[config.mk]
export PLATFORM = sky130hd
export DESIGN_NAME = integer_to_radix_digits_unit
export DESIGN_NICKNAME = d
export VERILOG_FILES = /design/src/rtl/itdr_pkg.sv /design/src/rtl/itdr_ram.sv /design/src/rtl/itdr_front.sv /design/src/rtl/itdr_queue.sv /design/src/rtl/itdr_back.sv /design/src/rtl/integer_to_radix_digits_unit.sv
export SDC_FILE = /design/constraint.sdc
export NUM_CORES = 1
export LEC_CHECK = 0
export BUFFER_PORTS_ARGS = -buffer_cell sky130_fd_sc_hd__buf_2
export CAP_MARGIN = 20
export CORE_ASPECT_RATIO = 0.75
export CORE_MARGIN = 4
export CORE_UTILIZATION = 55
export DETAILED_ROUTE_END_ITERATION = 16
export GPL_TIMING_DRIVEN = 1
export PLACE_DENSITY = 0.72
export SYNTH_ARGS = -nofsm -noshare
export SYNTH_HDL_FRONTEND = slang
export SYNTH_SLANG_ARGS = --single-unit
[constraint.sdc]
create_clock -name clk -period 15.4 [get_ports clk]
set_input_delay 0.77 -clock clk [delete_from_list [all_inputs] [get_ports clk]]
set_output_delay 0.77 -clock clk [all_outputs]
set_load 0.02 [all_outputs]
[src/rtl/itdr_pkg.sv]
// Types, constants and helpers shared by the radix digit unit.
`default_nettype none
package itdr_pkg;

	localparam int VALUE_BITS_DEF = 32;
	localparam int MAX_SYMBOLS    = 16;
	localparam int ALPHA_SLOTS    = 16;
	localparam int MIN_RADIX      = 2;
	localparam int STEP_BITS      = 8;
	localparam int DIGIT_W        = 4;

	localparam logic [7:0] SYM_PLUS  = 8'h2B;
	localparam logic [7:0] SYM_MINUS = 8'h2D;

	localparam int REG_IDX_W = 2;
	localparam int REG_DATA_W = 64;
	localparam logic [REG_IDX_W-1:0] REG_DIGIT_COUNT  = 2'd0;
	localparam logic [REG_IDX_W-1:0] REG_SYMBOLS_LOW  = 2'd1;
	localparam logic [REG_IDX_W-1:0] REG_SYMBOLS_HIGH = 2'd2;

	typedef struct packed {
		logic [4:0]  digit_count;
		logic [63:0] symbols_high;
		logic [63:0] symbols_low;
	} cfg_t;

	typedef enum logic [1:0] {
		BK_IDLE,
		BK_DIV,
		BK_OUT
	} back_state_t;

	function automatic logic [7:0] sym_at(input cfg_t c, input logic [DIGIT_W-1:0] idx);
		logic [127:0] all;
		all = {c.symbols_high, c.symbols_low};
		return all[{idx, 3'b000} +: 8];
	endfunction

endpackage
`default_nettype wire

[src/rtl/itdr_ram.sv]
// Generic single-write, single-read RAM with registered read data.
`default_nettype none
module itdr_ram #(
	parameter int WIDTH = 4,
	parameter int DEPTH = 32
) (
	input  wire logic                     clk,
	input  wire logic                     we,
	input  wire logic [$clog2(DEPTH)-1:0] waddr,
	input  wire logic [WIDTH-1:0]         wdata,
	input  wire logic                     re,
	input  wire logic [$clog2(DEPTH)-1:0] raddr,
	output logic      [WIDTH-1:0]         rdata
);

	logic [WIDTH-1:0] mem_q [DEPTH];

	always_ff @(posedge clk) begin
		if (we) begin
			mem_q[waddr] <= wdata;
		end
		if (re) begin
			rdata <= mem_q[raddr];
		end
	end

endmodule
`default_nettype wire

[src/rtl/itdr_front.sv]
// Front end: accepts values, checks the alphabet, forms sign and magnitude.
`default_nettype none
module itdr_front import itdr_pkg::*; #(
	parameter int VALUE_BITS = VALUE_BITS_DEF
) (
	input  wire logic                  start,
	input  wire logic                  full,
	input  wire logic [VALUE_BITS-1:0] value,
	input  wire cfg_t                  cfg,
	output logic                       push,
	output logic      [VALUE_BITS:0]   item
);

	logic       alpha_ok;
	logic       neg;
	logic [7:0] sym [ALPHA_SLOTS];

	always_comb begin
		for (int i = 0; i < ALPHA_SLOTS; i++) begin
			sym[i] = sym_at(cfg, DIGIT_W'(i));
		end
	end

	always_comb begin
		alpha_ok = (cfg.digit_count >= 5'(MIN_RADIX)) && (cfg.digit_count <= 5'(MAX_SYMBOLS))
			&& (cfg.digit_count <= 5'(ALPHA_SLOTS));
		for (int i = 0; i < ALPHA_SLOTS; i++) begin
			if (5'(i) < cfg.digit_count) begin
				if (sym[i] == 8'h00 || sym[i] == SYM_PLUS || sym[i] == SYM_MINUS) begin
					alpha_ok = 1'b0;
				end
				for (int j = i + 1; j < ALPHA_SLOTS; j++) begin
					if (5'(j) < cfg.digit_count && sym[j] == sym[i]) begin
						alpha_ok = 1'b0;
					end
				end
			end
		end
	end

	assign neg  = value[VALUE_BITS-1];
	// Magnitude as unsigned, so the most negative value fits.
	assign item = {neg, neg ? (~value + 1'b1) : value};
	// Drop the transfer silently when the alphabet is bad.
	assign push = start && !full && alpha_ok;

endmodule
`default_nettype wire

[src/rtl/itdr_queue.sv]
// Two-entry queue between the front end and the conversion engine.
`default_nettype none
module itdr_queue #(
	parameter int WIDTH = 33
) (
	input  wire logic             clk,
	input  wire logic             arst_n,
	input  wire logic             push,
	input  wire logic [WIDTH-1:0] wdata,
	input  wire logic             pop,
	output logic      [WIDTH-1:0] rdata,
	output logic                  empty,
	output logic                  full
);

	logic [WIDTH-1:0] entry_q [2];
	logic             wr_ptr_q;
	logic             rd_ptr_q;
	logic [1:0]       count_q;

	assign empty = (count_q == 2'd0);
	assign full  = (count_q == 2'd2);
	assign rdata = entry_q[rd_ptr_q];

	always_ff @(posedge clk or negedge arst_n) begin
		if (!arst_n) begin
			wr_ptr_q <= 1'b0;
			rd_ptr_q <= 1'b0;
			count_q  <= 2'd0;
		end else begin
			if (push) begin
				wr_ptr_q <= ~wr_ptr_q;
			end
			if (pop) begin
				rd_ptr_q <= ~rd_ptr_q;
			end
			if (push && !pop) begin
				count_q <= count_q + 2'd1;
			end else if (pop && !push) begin
				count_q <= count_q - 2'd1;
			end
		end
	end

	always_ff @(posedge clk) begin
		if (push) begin
			entry_q[wr_ptr_q] <= wdata;
		end
	end

endmodule
`default_nettype wire

[src/rtl/itdr_back.sv]
// Conversion engine: repeated division by the radix, then digit readout.
`default_nettype none
module itdr_back import itdr_pkg::*; #(
	parameter int VALUE_BITS = VALUE_BITS_DEF
) (
	input  wire logic                clk,
	input  wire logic                arst_n,
	input  wire cfg_t                cfg,
	input  wire logic                item_valid,
	input  wire logic [VALUE_BITS:0] item,
	output logic                     pop,
	output logic                     strobe,
	output logic      [7:0]          symbol,
	output logic                     last
);

	localparam int PAD_BITS = ((VALUE_BITS + STEP_BITS - 1) / STEP_BITS) * STEP_BITS;
	localparam int STEPS    = PAD_BITS / STEP_BITS;
	localparam int STEP_W   = (STEPS > 1) ? $clog2(STEPS) : 1;
	localparam int CNT_W    = $clog2(VALUE_BITS + 1);
	localparam int ADDR_W   = $clog2(VALUE_BITS);

	back_state_t state_q, state_d;

	logic [PAD_BITS-1:0]  work_q, work_d;
	logic [DIGIT_W-1:0]   rem_q, rem_d;
	logic [STEP_BITS-1:0] qbyte;
	logic [STEP_W-1:0]    step_q;
	logic [CNT_W-1:0]     cnt_q, cnt_m1;
	logic                 last_step;
	logic                 div_en, ram_we, ram_re, emit_sign, emit_last;
	logic [DIGIT_W-1:0]   rd_data;
	logic                 pend_s1, sign_s1, last_s1;
	logic                 strobe_q, last_q;
	logic [7:0]           symbol_q;

	// Eight restoring steps of the long division per cycle while dividing.
	always_comb begin
		logic [DIGIT_W:0] r5;
		rem_d = rem_q;
		for (int b = 0; b < STEP_BITS; b++) begin
			r5 = {rem_d, work_q[PAD_BITS-1-b]};
			if (r5 >= cfg.digit_count) begin
				r5 = r5 - cfg.digit_count;
				qbyte[STEP_BITS-1-b] = 1'b1;
			end else begin
				qbyte[STEP_BITS-1-b] = 1'b0;
			end
			rem_d = r5[DIGIT_W-1:0];
		end
		work_d = (work_q << STEP_BITS) | PAD_BITS'(qbyte);
	end

	assign last_step = (step_q == STEP_W'(STEPS - 1));
	assign cnt_m1    = cnt_q - 1'b1;

	always_ff @(posedge clk or negedge arst_n) begin
		if (!arst_n) begin
			state_q <= BK_IDLE;
		end else begin
			state_q <= state_d;
		end
	end

	always_comb begin
		state_d   = state_q;
		pop       = 1'b0;
		div_en    = 1'b0;
		ram_we    = 1'b0;
		ram_re    = 1'b0;
		emit_sign = 1'b0;
		emit_last = 1'b0;
		case (state_q)
			BK_IDLE: begin
				if (item_valid) begin
					pop       = 1'b1;
					emit_sign = item[VALUE_BITS];
					state_d   = BK_DIV;
				end
			end
			BK_DIV: begin
				div_en = 1'b1;
				if (last_step) begin
					ram_we = 1'b1;
					if (work_d == '0) begin
						state_d = BK_OUT;
					end
				end
			end
			BK_OUT: begin
				ram_re    = 1'b1;
				emit_last = (cnt_q == CNT_W'(1));
				if (cnt_q == CNT_W'(1)) begin
					state_d = BK_IDLE;
				end
			end
			default: begin
				state_d = BK_IDLE;
			end
		endcase
	end

	always_ff @(posedge clk or negedge arst_n) begin
		if (!arst_n) begin
			step_q   <= '0;
			cnt_q    <= '0;
			pend_s1  <= 1'b0;
			strobe_q <= 1'b0;
		end else begin
			if (pop) begin
				step_q <= '0;
				cnt_q  <= '0;
			end else if (div_en) begin
				if (last_step) begin
					step_q <= '0;
					cnt_q  <= cnt_q + 1'b1;
				end else begin
					step_q <= step_q + 1'b1;
				end
			end else if (ram_re) begin
				cnt_q <= cnt_m1;
			end
			pend_s1  <= emit_sign || ram_re;
			strobe_q <= pend_s1;
		end
	end

	always_ff @(posedge clk) begin
		if (pop) begin
			work_q <= PAD_BITS'(item[VALUE_BITS-1:0]);
			rem_q  <= '0;
		end else if (div_en) begin
			work_q <= work_d;
			rem_q  <= last_step ? '0 : rem_d;
		end
		sign_s1  <= emit_sign;
		last_s1  <= emit_last;
		symbol_q <= sign_s1 ? SYM_MINUS : sym_at(cfg, rd_data);
		last_q   <= last_s1;
	end

	itdr_ram #(
		.WIDTH(DIGIT_W),
		.DEPTH(VALUE_BITS)
	) u_digit_buffer (
		.clk  (clk),
		.we   (ram_we),
		.waddr(cnt_q[ADDR_W-1:0]),
		.wdata(rem_d),
		.re   (ram_re),
		.raddr(cnt_m1[ADDR_W-1:0]),
		.rdata(rd_data)
	);

	assign strobe = strobe_q;
	assign symbol = symbol_q;
	assign last   = last_q;

endmodule
`default_nettype wire

[src/rtl/integer_to_radix_digits_unit.sv]
// Top level of the integer to radix digit string unit.
// Converts a signed VALUE_BITS-bit integer into characters of the configured
// alphabet, '-' first for negative values, most significant digit first, with
// last set on the final character. A value is taken when start is high and
// busy is low; busy rises only when the two-entry input queue is full. With an
// invalid alphabet the value is taken and yields nothing. Digits of a value come
// one per cycle on strobe and cannot be held off. Per value the engine fetches
// it from the queue, divides it by the radix once per digit (eight quotient
// bits a cycle) and writes each remainder to the digit RAM, then reads the
// digits back through the registered output. Configuration takes effect at once.
`default_nettype none
module integer_to_radix_digits_unit import itdr_pkg::*; #(
	parameter int VALUE_BITS = VALUE_BITS_DEF
) (
	input  wire logic                  clk,
	input  wire logic                  arst_n,
	input  wire logic                  start,
	output logic                       busy,
	input  wire logic [VALUE_BITS-1:0] value,
	input  wire logic                  wr_en,
	input  wire logic [REG_IDX_W-1:0]  wr_index,
	input  wire logic [REG_DATA_W-1:0] wr_data,
	output logic                       strobe,
	output logic      [7:0]            symbol,
	output logic                       last
);

	cfg_t              cfg_q;
	logic              push, pop, empty, full;
	logic [VALUE_BITS:0] front_item, back_item;

	always_ff @(posedge clk or negedge arst_n) begin
		if (!arst_n) begin
			cfg_q <= '0;
		end else if (wr_en) begin
			case (wr_index)
				REG_DIGIT_COUNT:  cfg_q.digit_count  <= wr_data[4:0];
				REG_SYMBOLS_LOW:  cfg_q.symbols_low  <= wr_data;
				REG_SYMBOLS_HIGH: cfg_q.symbols_high <= wr_data;
				default: begin
				end
			endcase
		end
	end

	assign busy = full;

	itdr_front #(
		.VALUE_BITS(VALUE_BITS)
	) u_front (
		.start(start),
		.full (full),
		.value(value),
		.cfg  (cfg_q),
		.push (push),
		.item (front_item)
	);

	itdr_queue #(
		.WIDTH(VALUE_BITS + 1)
	) u_queue (
		.clk   (clk),
		.arst_n(arst_n),
		.push  (push),
		.wdata (front_item),
		.pop   (pop),
		.rdata (back_item),
		.empty (empty),
		.full  (full)
	);

	itdr_back #(
		.VALUE_BITS(VALUE_BITS)
	) u_back (
		.clk       (clk),
		.arst_n    (arst_n),
		.cfg       (cfg_q),
		.item_valid(!empty),
		.item      (back_item),
		.pop       (pop),
		.strobe    (strobe),
		.symbol    (symbol),
		.last      (last)
	);

endmodule
`default_nettype wire

Word-level counts from Yosys, hierarchy flattened
Memories as Yosys holds them, arrays and structs flattened. A register that Yosys moved wholly into a read port is not among the register bits.
Cells that the tools add are included.
W data, S select, Z words.
{"block": "classes", "order_cmp": 26, "add_sub_neg": 14, "eq_ne": 164, "bitwise_logic": 4, "reduce_logical": 190, "shifts": 1, "muxes": 198}
{"operator": "$eq A8 B8 Y1", "count": 120}
{"operator": "$eq A8 B6 Y1 const B", "count": 32}
{"operator": "$mux W1", "count": 172}
{"operator": "$logic_not A8 Y1", "count": 16}
{"operator": "$shiftx A128 B8 Y8", "count": 1}
{"operator": "$logic_and A1 B1 Y1", "count": 126}
{"operator": "$mux W32", "count": 3}
{"operator": "$ge A5 B5 Y1", "count": 8}
{"operator": "$lt A4 B5 Y1 const A", "count": 8}
{"operator": "$mux W4", "count": 9}
{"operator": "$logic_or A1 B1 Y1", "count": 33}
{"operator": "$add A32 B1 Y32 const B", "count": 1}
{"operator": "$logic_not A32 Y1", "count": 1}
{"operator": "$not A32 Y32", "count": 1}
{"operator": "$or A32 B8 Y32", "count": 1}
{"operator": "$sub A4 B4 Y4", "count": 8}
{"operator": "$mux W6", "count": 4}
{"operator": "$lt A3 B5 Y1 const A", "count": 4}
{"operator": "$mux W2", "count": 9}
{"operator": "$lt A1 B5 Y1 const A", "count": 2}
{"operator": "$lt A2 B5 Y1 const A", "count": 2}
{"operator": "$eq A2 B2 Y1 const B", "count": 4}
{"operator": "$reduce_and A2 Y1", "count": 4}
{"operator": "$add A6 B1 Y6 const B", "count": 1}
{"operator": "17 further kinds", "count": 27}
{"block": "word_totals", "mem_bits_rw": 194, "in_bits": 102, "wordCells": 616, "memories": 2, "ff_bits": 196}
{"name": "u_back.u_digit_buffer.mem_q", "words": 32, "word_bits": 4, "read_ports": 1, "rd_ports_with_merged_regs": 1, "wr": 1, "line": "itdr_ram.sv:16", "text": "logic [WIDTH-1:0] mem_q [DEPTH];"}
{"name": "u_queue.entry_q", "words": 2, "word_bits": 33, "read_ports": 1, "rd_ports_with_merged_regs": 0, "wr": 1, "line": "itdr_queue.sv:16", "text": "logic [WIDTH-1:0] entry_q [2];"}

Logic depth before layout (Yosys ltp)
Gate-level depths: netlist (run 1).
{"block": "logic_depth", "ltp_word": 160, "depth_mapped": 65}

Hierarchy
From an unflattened synthesis (run 1), not the netlist that was laid out.
{"block": "hier_totals", "hier_cells": 3018, "area_unflattened_um2": 32120.8}
{"module": "itdr_front", "cells_each": 1845, "instances": 1, "area_per_inst_um2": 13452.9, "seq_area_each_um2": 0.0}
{"module": "integer_to_radix_digits_unit", "cells_each": 284, "instances": 1, "area_per_inst_um2": 5457.7, "seq_area_each_um2": 3328.2}
{"module": "itdr_back", "cells_each": 539, "instances": 1, "area_per_inst_um2": 5311.3, "seq_area_each_um2": 1561.5}
{"module": "itdr_ram", "cells_each": 231, "instances": 1, "area_per_inst_um2": 5178.7, "seq_area_each_um2": 3963.8}
{"module": "itdr_queue", "cells_each": 119, "instances": 1, "area_per_inst_um2": 2720.1, "seq_area_each_um2": 2082.0}

Worst setup path after synthesis (run 1)
OpenSTA, ideal clock, no wires.
{"block": "synth_timing", "kind": "flip-flop to flip-flop", "from": "register cfg_q[129] (netlist name)", "to": "memory u_back.u_digit_buffer.mem_q[0][1], data pin", "stages_incl_launch_ff": 63, "slack_ns": 1.887, "t_arrival_ns": 13.121, "required_ns": 15.008, "path_buffers": 2, "period_less_slack_ns": 13.513, "path_cell_list": "dfrtp_1 buf_6 inv_1 ha_1 nor2b_1 o21ai_0 nand3b_1 a21o_1 a21o_1 clkbuf_1 mux2i_1 ha_1 a21o_1 a21o_1 a21o_1 a21oi_1 mux2_2 inv_1 [... 27 more ...] o21ai_0 nand2b_1 mux2_2 inv_1 ha_1 nor2b_1 o21ai_0 a31oi_1 o21ai_0 nand2_1 mux2_2 inv_1 ha_1 a21o_1 a21o_1 a21o_1 a21oi_1 mux2i_1"}
{"block": "synth_via", "elab_chain_cells": 16, "elab_cells_between_ends": 24}
{"item": "from (decl)", "line": "integer_to_radix_digits_unit.sv:28", "text": "cfg_t cfg_q;"}
{"item": "$sub A4 B4 Y4 or $ge A5 B5 Y1 (tied branches)", "line": "itdr_back.sv:44, itdr_back.sv:43"}
{"item": "$mux W4", "line": "itdr_back.sv:43", "text": "if (r5 >= cfg.digit_count) begin"}
{"item": "$sub A4 B4 Y4 or $ge A5 B5 Y1 (tied branches)", "line": "itdr_back.sv:44, itdr_back.sv:43"}
{"item": "$mux W4", "line": "itdr_back.sv:43"}
{"item": "$sub A4 B4 Y4 or $ge A5 B5 Y1 (tied branches)", "line": "itdr_back.sv:44, itdr_back.sv:43"}
{"item": "$mux W4", "line": "itdr_back.sv:43"}
{"item": "$ge A5 B5 Y1 or $sub A4 B4 Y4 (tied branches)", "line": "itdr_back.sv:43, itdr_back.sv:44"}
{"item": "$mux W4", "line": "itdr_back.sv:43"}
{"item": "$sub A4 B4 Y4 or $ge A5 B5 Y1 (tied branches)", "line": "itdr_back.sv:44, itdr_back.sv:43"}
{"item": "$mux W4", "line": "itdr_back.sv:43"}
{"item": "$sub A4 B4 Y4 or $ge A5 B5 Y1 (tied branches)", "line": "itdr_back.sv:44, itdr_back.sv:43"}
{"item": "$mux W4", "line": "itdr_back.sv:43"}
{"item": "$ge A5 B5 Y1 or $sub A4 B4 Y4 (tied branches)", "line": "itdr_back.sv:43, itdr_back.sv:44"}
{"item": "$mux W4", "line": "itdr_back.sv:43"}
{"item": "$sub A4 B4 Y4 or $ge A5 B5 Y1 (tied branches)", "line": "itdr_back.sv:44, itdr_back.sv:43"}
{"item": "$mux W4 *", "line": "itdr_back.sv:43"}
{"item": "named net u_back.rem_d[1]", "line": "itdr_back.sv:26", "text": "logic [DIGIT_W-1:0] rem_q, rem_d;"}
{"item": "to (decl)", "line": "itdr_ram.sv:16"}
Mark *: on every way through the listed nets, which the timed path passes. The rest lies on a longest branch.

Final worst setup path (run 1)
{"block": "layout_timing", "from": "register cfg_q[129] (netlist name)", "to": "register u_back.state_q[0]"}
{"block": "layout_via", "elab_chain_cells": 20, "elab_cells_between_ends": 34}
{"item": "$sub A4 B4 Y4 or $ge A5 B5 Y1 (tied branches)", "line": "itdr_back.sv:44, itdr_back.sv:43"}
{"item": "$mux W4", "line": "itdr_back.sv:43"}
{"item": "$sub A4 B4 Y4 or $ge A5 B5 Y1 (tied branches)", "line": "itdr_back.sv:44, itdr_back.sv:43"}
{"item": "$mux W4", "line": "itdr_back.sv:43"}
{"item": "$sub A4 B4 Y4 or $ge A5 B5 Y1 (tied branches)", "line": "itdr_back.sv:44, itdr_back.sv:43"}
{"item": "$mux W4", "line": "itdr_back.sv:43"}
{"item": "$ge A5 B5 Y1 or $sub A4 B4 Y4 (tied branches)", "line": "itdr_back.sv:43, itdr_back.sv:44"}
{"item": "$mux W4", "line": "itdr_back.sv:43"}
{"item": "[... 4 more ...]"}
{"item": "$sub A4 B4 Y4 or $ge A5 B5 Y1 (tied branches)", "line": "itdr_back.sv:44, itdr_back.sv:43"}
{"item": "$mux W4", "line": "itdr_back.sv:43"}
{"item": "$ge A5 B5 Y1", "line": "itdr_back.sv:43"}
{"item": "$mux W1", "line": "itdr_back.sv:43"}
{"item": "$or A32 B8 Y32 *", "line": "itdr_back.sv:51", "text": "work_d = (work_q << STEP_BITS) | PAD_BITS'(qbyte);"}
{"item": "$logic_not A32 Y1 *", "line": "itdr_back.sv:85", "text": "if (work_d == '0) begin"}
{"item": "$ne A2 B1 Y1 (no source line) *"}
{"item": "$reduce_and A4 Y1 (no source line) *"}
{"item": "to (signal assigned)", "line": "itdr_back.sv:61", "text": "state_q <= state_d;"}
{"item": "to (decl)", "line": "itdr_back.sv:23", "text": "back_state_t state_q, state_d;"}
Mark *: on every way between the ends. The rest lies on a longest branch, timed or not.
A chain may end at the register's enable or synchronous reset.

==> results.toml, run 1 <==
[status]
status = "completed"

[critical_path]
reg2reg_to = "u_back.state_q[0]"
cp-startpoint = "cfg_q[129]"
required_ns = 15.88
regToRegSetupSlack_ns = 1.04
crit_slowest_cell = "a21oi_1"
arrival_ns = 14.85
cp_max_fo = 18
reg2reg_depth = 65
slowest_delay_ns = 0.53
r2r_start = "cfg_q[129]"
critPathCaptureType = "flop"
crit_type = "reg2reg"
critical_path.most_common_cell = "a21o_1"
cp-start-kind = "flop"

[die]
fp-row-count = 75
fp.coreArea_um2 = 56000
die_h_um = 214
start_util_pct = 55.7
die_area_um2 = 60600
io_pins = 113
die_width_um = 283

[sta]
relSlewSlack_pct = 16.0
finalMaxSlewViolations = 0
fmax_mhz = 69.6
period_share_pct = 93.3
fin_tns_setup_ns = 0
hold_viol = 0
setup_viol = 0
period_needed_ns = 14.36
worst_slew_pin_slew_ns = 1.26
rsz0062_at_grt = "no"
skew_ns = 0.0398

[synth]
ys_types = 71
synth_area_leader_cell = "edfxtp_1"
yosysWarnings = 0
synth_edf_count = 230
syn_area_um2 = 31200
synth_flop_cell = "edfxtp_1"
synth.net_count = 3115
synth_area_leaders = "edfxtp_1 (22%), xnor2_1 (19%), dfrtp_1 (12%)"
ys_ff_latch = 394
syn_inst = 2954
syn_avg_cell_area_um2 = 10.6
async_flop_share_pct = 37.8
ys_seq_area_share_pct = 35.1
synth_top_area_share_pct = 22.1

[global_routing]
grt_pass1_wl_um = 156000
antenna_found_initial = 4
grt_pass1_vias = 24600
met2_usage_pct = 49.5
globalRouteOverflowTotal = 0
track_usage_pct = 33.6
grt_use_met1_pct = 44.8
grt_util_met3_pct = 11.0
grt_max_degree = 82
grt-busiest-layer = "met2"

[run]
drv_cap = 0

[placement]
hpwlAfterDp_um = 67400
port_buffers = 112
gp_congestion = 1.02

[clocking]
cts_made_buffers = 40
cts_max_level = 2
cts_buffer_depth = 3
postCtsHoldBufs = 0
cts.sinks = 394
cts-root-buf = "clkbuf_16"
path_clk_slew_ns = 0.06
clkLatencyLatePin_ns = 0.60
cts_tree = "yes"

[layout]
mostFrequentLayoutCell = "xnor2_1"
mostFrequentLayoutCells = "xnor2_1 (661), xor2_1 (369), edfxtp_1 (230)"
num-nets-final = 3089
syn_to_final_growth_pct = 7.86
drive_above_1_share_pct = 19.5

[drt]
vias = 24700
routed_wl_um = 105000
viasPerCell = 6.70
drt_iter0_drc = 2991
wl_per_cell_um = 28.4
ant_nets = 0
dr.pass1.iters = 6
drc = 0

[worst_hold_path]
hold_class = "in2async"
## registers in the layout, indices dropped and copies added, names as in the netlist
| signal | count |
|---|---|
| u_back.rem_q | 4 |
| cfg_q | 133 |
| u_queue.wr_ptr_q | 1 |
| u_queue.count_q | 2 |
| u_back.last | 1 |
| u_back.step_q | 2 |
| u_back.u_digit_buffer.mem_q | 128 |
| u_back.symbol | 8 |
| u_back.state_q | 2 |
| u_back.strobe | 1 |
| u_back.u_digit_buffer.rdata | 4 |
| u_queue.entry_q | 66 |
| u_back.last_s1 | 1 |
| u_back.sign_s1 | 1 |
| u_back.pend_s1 | 1 |
| u_back.work_q | 32 |
| u_back.cnt_q | 6 |
| u_queue.rd_ptr_q | 1 |
## critical path: cells and delay by family, from the launching register on
kind,cells,cell delay (ns)
AOI/OAI and AO/OA,29,6.14
buffers and inverters,9,1.31
adders and majority gates,8,2.10
DFF,1,0.32
and+or+nand+nor,12,1.82
muxes,7,2.57
## per-layer routing
metal / vias up / wire length [µm]
li1: 10300 / -
met1: 12100 / 41300
met2: 1801 / 43700
met3: 515 / 13800
met4: 6 / 6130
met5: - / 34
## repair_timing
action	CTS	global route
endpoints found under the setup margin	0	68
gates resized for setup	0	1
buffers inserted	0	0
## cells by family (layout without fill, tap and decap cells)
family / Yosys count / in the layout / synth area share [%]
adders and majority gates: 59 / 59 / 2.56
other: 0 / 1 / 0
AOI/OAI and AO/OA: 197 / 197 / 4.10
buffers and inverters: 364 / 369 / 5.44
DFF: 394 / 394 / 35.1
xor gates and xnor gates: 1031 / 1031 / 29.0
muxes: 269 / 269 / 12.4
and+or+nand+nor: 640 / 640 / 11.4
## layout make-up
cell class | count | area (µm²)
tap | 731 | 915
multi-input combinational | 2196 | 18600
inverter | 42 | 158
clock buffer | 52 | 1120
clock inverter | 21 | 248
antenna | 1 | 2.50
sequential | 394 | 10900
fill | 4527 | 22400
timing repair buffer | 254 | 1670
## worst max-delay path by stage
stage	end	slack, ns	cells after the start
floorplan	u_back.u_digit_buffer.mem_q[0][1]	1.89	62
global placement	u_back.state_q[0]	1.18	65
detailed placement	u_back.u_digit_buffer.mem_q[3][0]	0.87	62
CTS	u_back.rem_q[0]	0.84	64
global route	u_back.state_q[0]	0.01	65
finish	u_back.state_q[0]	1.04	65
## metrics by stage
stage / utilization [%] / hold slack [ns] / cells / cell area, µm² / worst slack (ns)
5_1_grt: 60.0 / 0.252 / 3690 / 33600 / 0.0146
3_5_place_dp: 57.5 / 0.321 / 3613 / 32200 / 0.866
3_3_place_gp: 57.5 / 0.321 / 3613 / 32200 / 1.18
4_1_cts: 59.9 / 0.207 / 3686 / 33600 / 0.841
6_report: 60.0 / 0.166 / 3691 / 33600 / 1.04
2_1_floorplan: - / 0.310 / 2954 / 31200 / 1.89
## cells in the mapped netlist (3+ instances only)
cell type and number:
buf_1 42, nor3_1 85, o21ai_0 61, o41ai_1 8
dfxtp_1 15, xor2_1 369, buf_6 5, a41oi_1 9
a2111oi_0 3, a21o_1 19, nand2_1 61, nand2b_1 8
nand4_1 162, or4_1 21, or3b_2 3, a211oi_1 3
or3_1 11, dfrtp_1 149, fa_1 8, xnor2_1 662
a21oi_1 35, nand3b_1 10, mux2_2 151, a22oi_1 4
edfxtp_1 230, mux4_2 80, or2_2 5, nor4_1 115
buf_2 219, nor2b_1 18, o31ai_1 10, a31oi_1 16
buf_4 5, nand3_1 50, clkbuf_1 51, o22ai_1 8
nor2_1 76, ha_1 51, mux2i_1 38, inv_1 40
Power of run 1 is not shown: default switching activity piles up to over one toggle a cycle in this logic, so the estimate is an artifact.
==> inputs of run 2 (changes only) <==
- RECOVER_POWER: not set -> 100
==> run 2 against run 1 <==
Effect of this change: the run now ends with capacitance limit, slew limit left; sequential cell count is the same; first-iteration DRC count shrank 1.5%; wire length shrank 0.14%; critical path depth is the same; register-to-register slack is essentially flat; global-route usage is the same; highest routed layer unchanged.
==> results.toml, run 2 (synthesized netlist as in run 1, its figures left out) <==
[drt]
drt-met1-wl_um = 40900
drc = 0
dr.pass1.iters = 8
dr_wl_met3_um = 14100
routed_wl_um = 105000
ant_nets = 0
highest-signal-layer = "met5"
drt_iter0_drc = 2947
wl_per_cell_um = 28.4
viasPerCell = 6.71
vias = 24800
routed-wl-met2_um = 43800

[global_routing]
grt_pass1_wl_um = 156000
antenna_found_initial = 4
track_usage_pct = 33.6
globalRouteOverflowTotal = 0
grt_max_degree = 82
grt_pass1_vias = 24600

[die]
fp-row-count = 75
die_h_um = 214
start_util_pct = 55.7
fp.coreArea_um2 = 56000
die_area_um2 = 60600
die_width_um = 283
io_pins = 113

[layout]
drive_above_1_share_pct = 18.3
mostFrequentLayoutCell = "xnor2_1"
largest_reg_flops = 133
finish.utilization_pct = 59.8
syn_to_final_growth_pct = 7.51
largest_registers = "cfg_q: 133 flops, u_back.u_digit_buffer.mem_q: 128 flops, u_queue.entry_q: 66 flops"
mostFrequentLayoutCells = "xnor2_1 (661), xor2_1 (369), edfxtp_1 (230)"
num-nets-final = 3089
top_register = "cfg_q"
fillCellCount = 4554

[sta]
setup_ws_ns = 1.04
fin_tns_setup_ns = 0
period_needed_ns = 14.36
setup_viol = 0
period_share_pct = 93.3
worst_slew_pin_slew_ns = 4.48
skew_ns = 0.0405
finalMaxSlewViolations = 550
hold_viol = 0
rsz0062_at_grt = "no"
fmax_mhz = 69.6
relSlewSlack_pct = -199

[clocking]
postCtsSetupBuffers = 0
cts_made_buffers = 40
cts_max_level = 2
cts-root-buf = "clkbuf_16"
clkLatencyLatePin_ns = 0.60
cts_tree = "yes"
path_clk_slew_ns = 0.06
postCtsHoldBufs = 0
cts.sinks = 394
cts_buffer_depth = 3

[critical_path]
reg2reg_depth = 65
cp_top_family = "compound AO/OA/AOI/OAI gates"
arrival_ns = 14.85
critPathCaptureType = "flop"
r2r_start = "cfg_q[129]"
critical_path.most_common_cell = "a21o_1"
cp-startpoint = "cfg_q[129]"
required_ns = 15.88
cp_max_fo = 18
regToRegSetupSlack_ns = 1.04
reg2reg_to = "u_back.state_q[0]"
slowest_delay_ns = 0.53
crit_cells = 65
crit_buf_inv = 9
crit_type = "reg2reg"
cp-start-kind = "flop"
crit_slowest_cell = "a21oi_1"
crit_path_end = "u_back.state_q[0]"

[status]
status = "finished with violations"
failed_checks = "capacitance limit, slew limit"

[worst_hold_path]
hold_class = "reg2reg"

[placement]
preCtsSetupSlack_ns = 0.866
gp_congestion = 1.02
port_buffers = 112
hpwlAfterDp_um = 67400

[run]
drv_cap = 11
run 2: worst reg2reg max path, delay by kind of cell (launching register included):
kind	cells	cell delay, ns
multiplexers	7	2.58
flip-flops	1	0.32
adder cells (fa/ha/maj)	8	2.11
AO/OA/AOI/OAI	29	6.16
buffers and inverters	9	1.30
AND/OR/NAND/NOR	12	1.82
run 2: layout make-up:
class	instances	area, µm²	share of cell area, %
inverters	42	158	0.470
well taps	731	915	2.73
flip-flops and latches	394	10900	32.6
multi-input cells	2196	18600	55.4
clock buffers	52	1120	3.33
clock inverters	21	248	0.739
repair buffers	254	1590	4.74
diodes	1	2.50	0.00746
run 2: how the worst min path moves through the flow:
stage,from,to,slack (ns),depth (start not counted)
after floorplan,u_back.last_s1,u_back.last,0.31,0
after global placement,u_back.last_s1,u_back.last,0.32,0
after detailed placement,u_back.last_s1,u_back.last,0.32,0
after CTS,arst_n,cfg_q[27],0.21,1
after global routing,u_back.last_s1,u_back.last,0.35,0
final,u_back.last_s1,u_back.last,0.34,0
run 2: through the flow:
| step | instances | hold slack (ns) | area, µm² |
|---|---|---|---|
| 3_3_place_gp | 3613 | 0.321 | 32200 |
| 2_1_floorplan | 2954 | 0.310 | 31200 |
| 3_5_place_dp | 3613 | 0.321 | 32200 |
| 5_1_grt | 3690 | 0.354 | 33500 |
| 6_report | 3691 | 0.336 | 33500 |
| 4_1_cts | 3686 | 0.207 | 33600 |
run 2: what timing repair did:
item,CTS,global route
setup endpoints to repair,0,68
hold endpoints to repair,0,0
resized for setup,0,1
run 2: layer usage:
layer | up-vias | global-route usage, %
met3 | 486 | 11.0
met1 | 12200 | 44.8
met4 | 8 | 16.1
met2 | 1783 | 49.5
met5 | - | 0
li1 | 10300 | -
Power of run 2 is left out for the same reason.
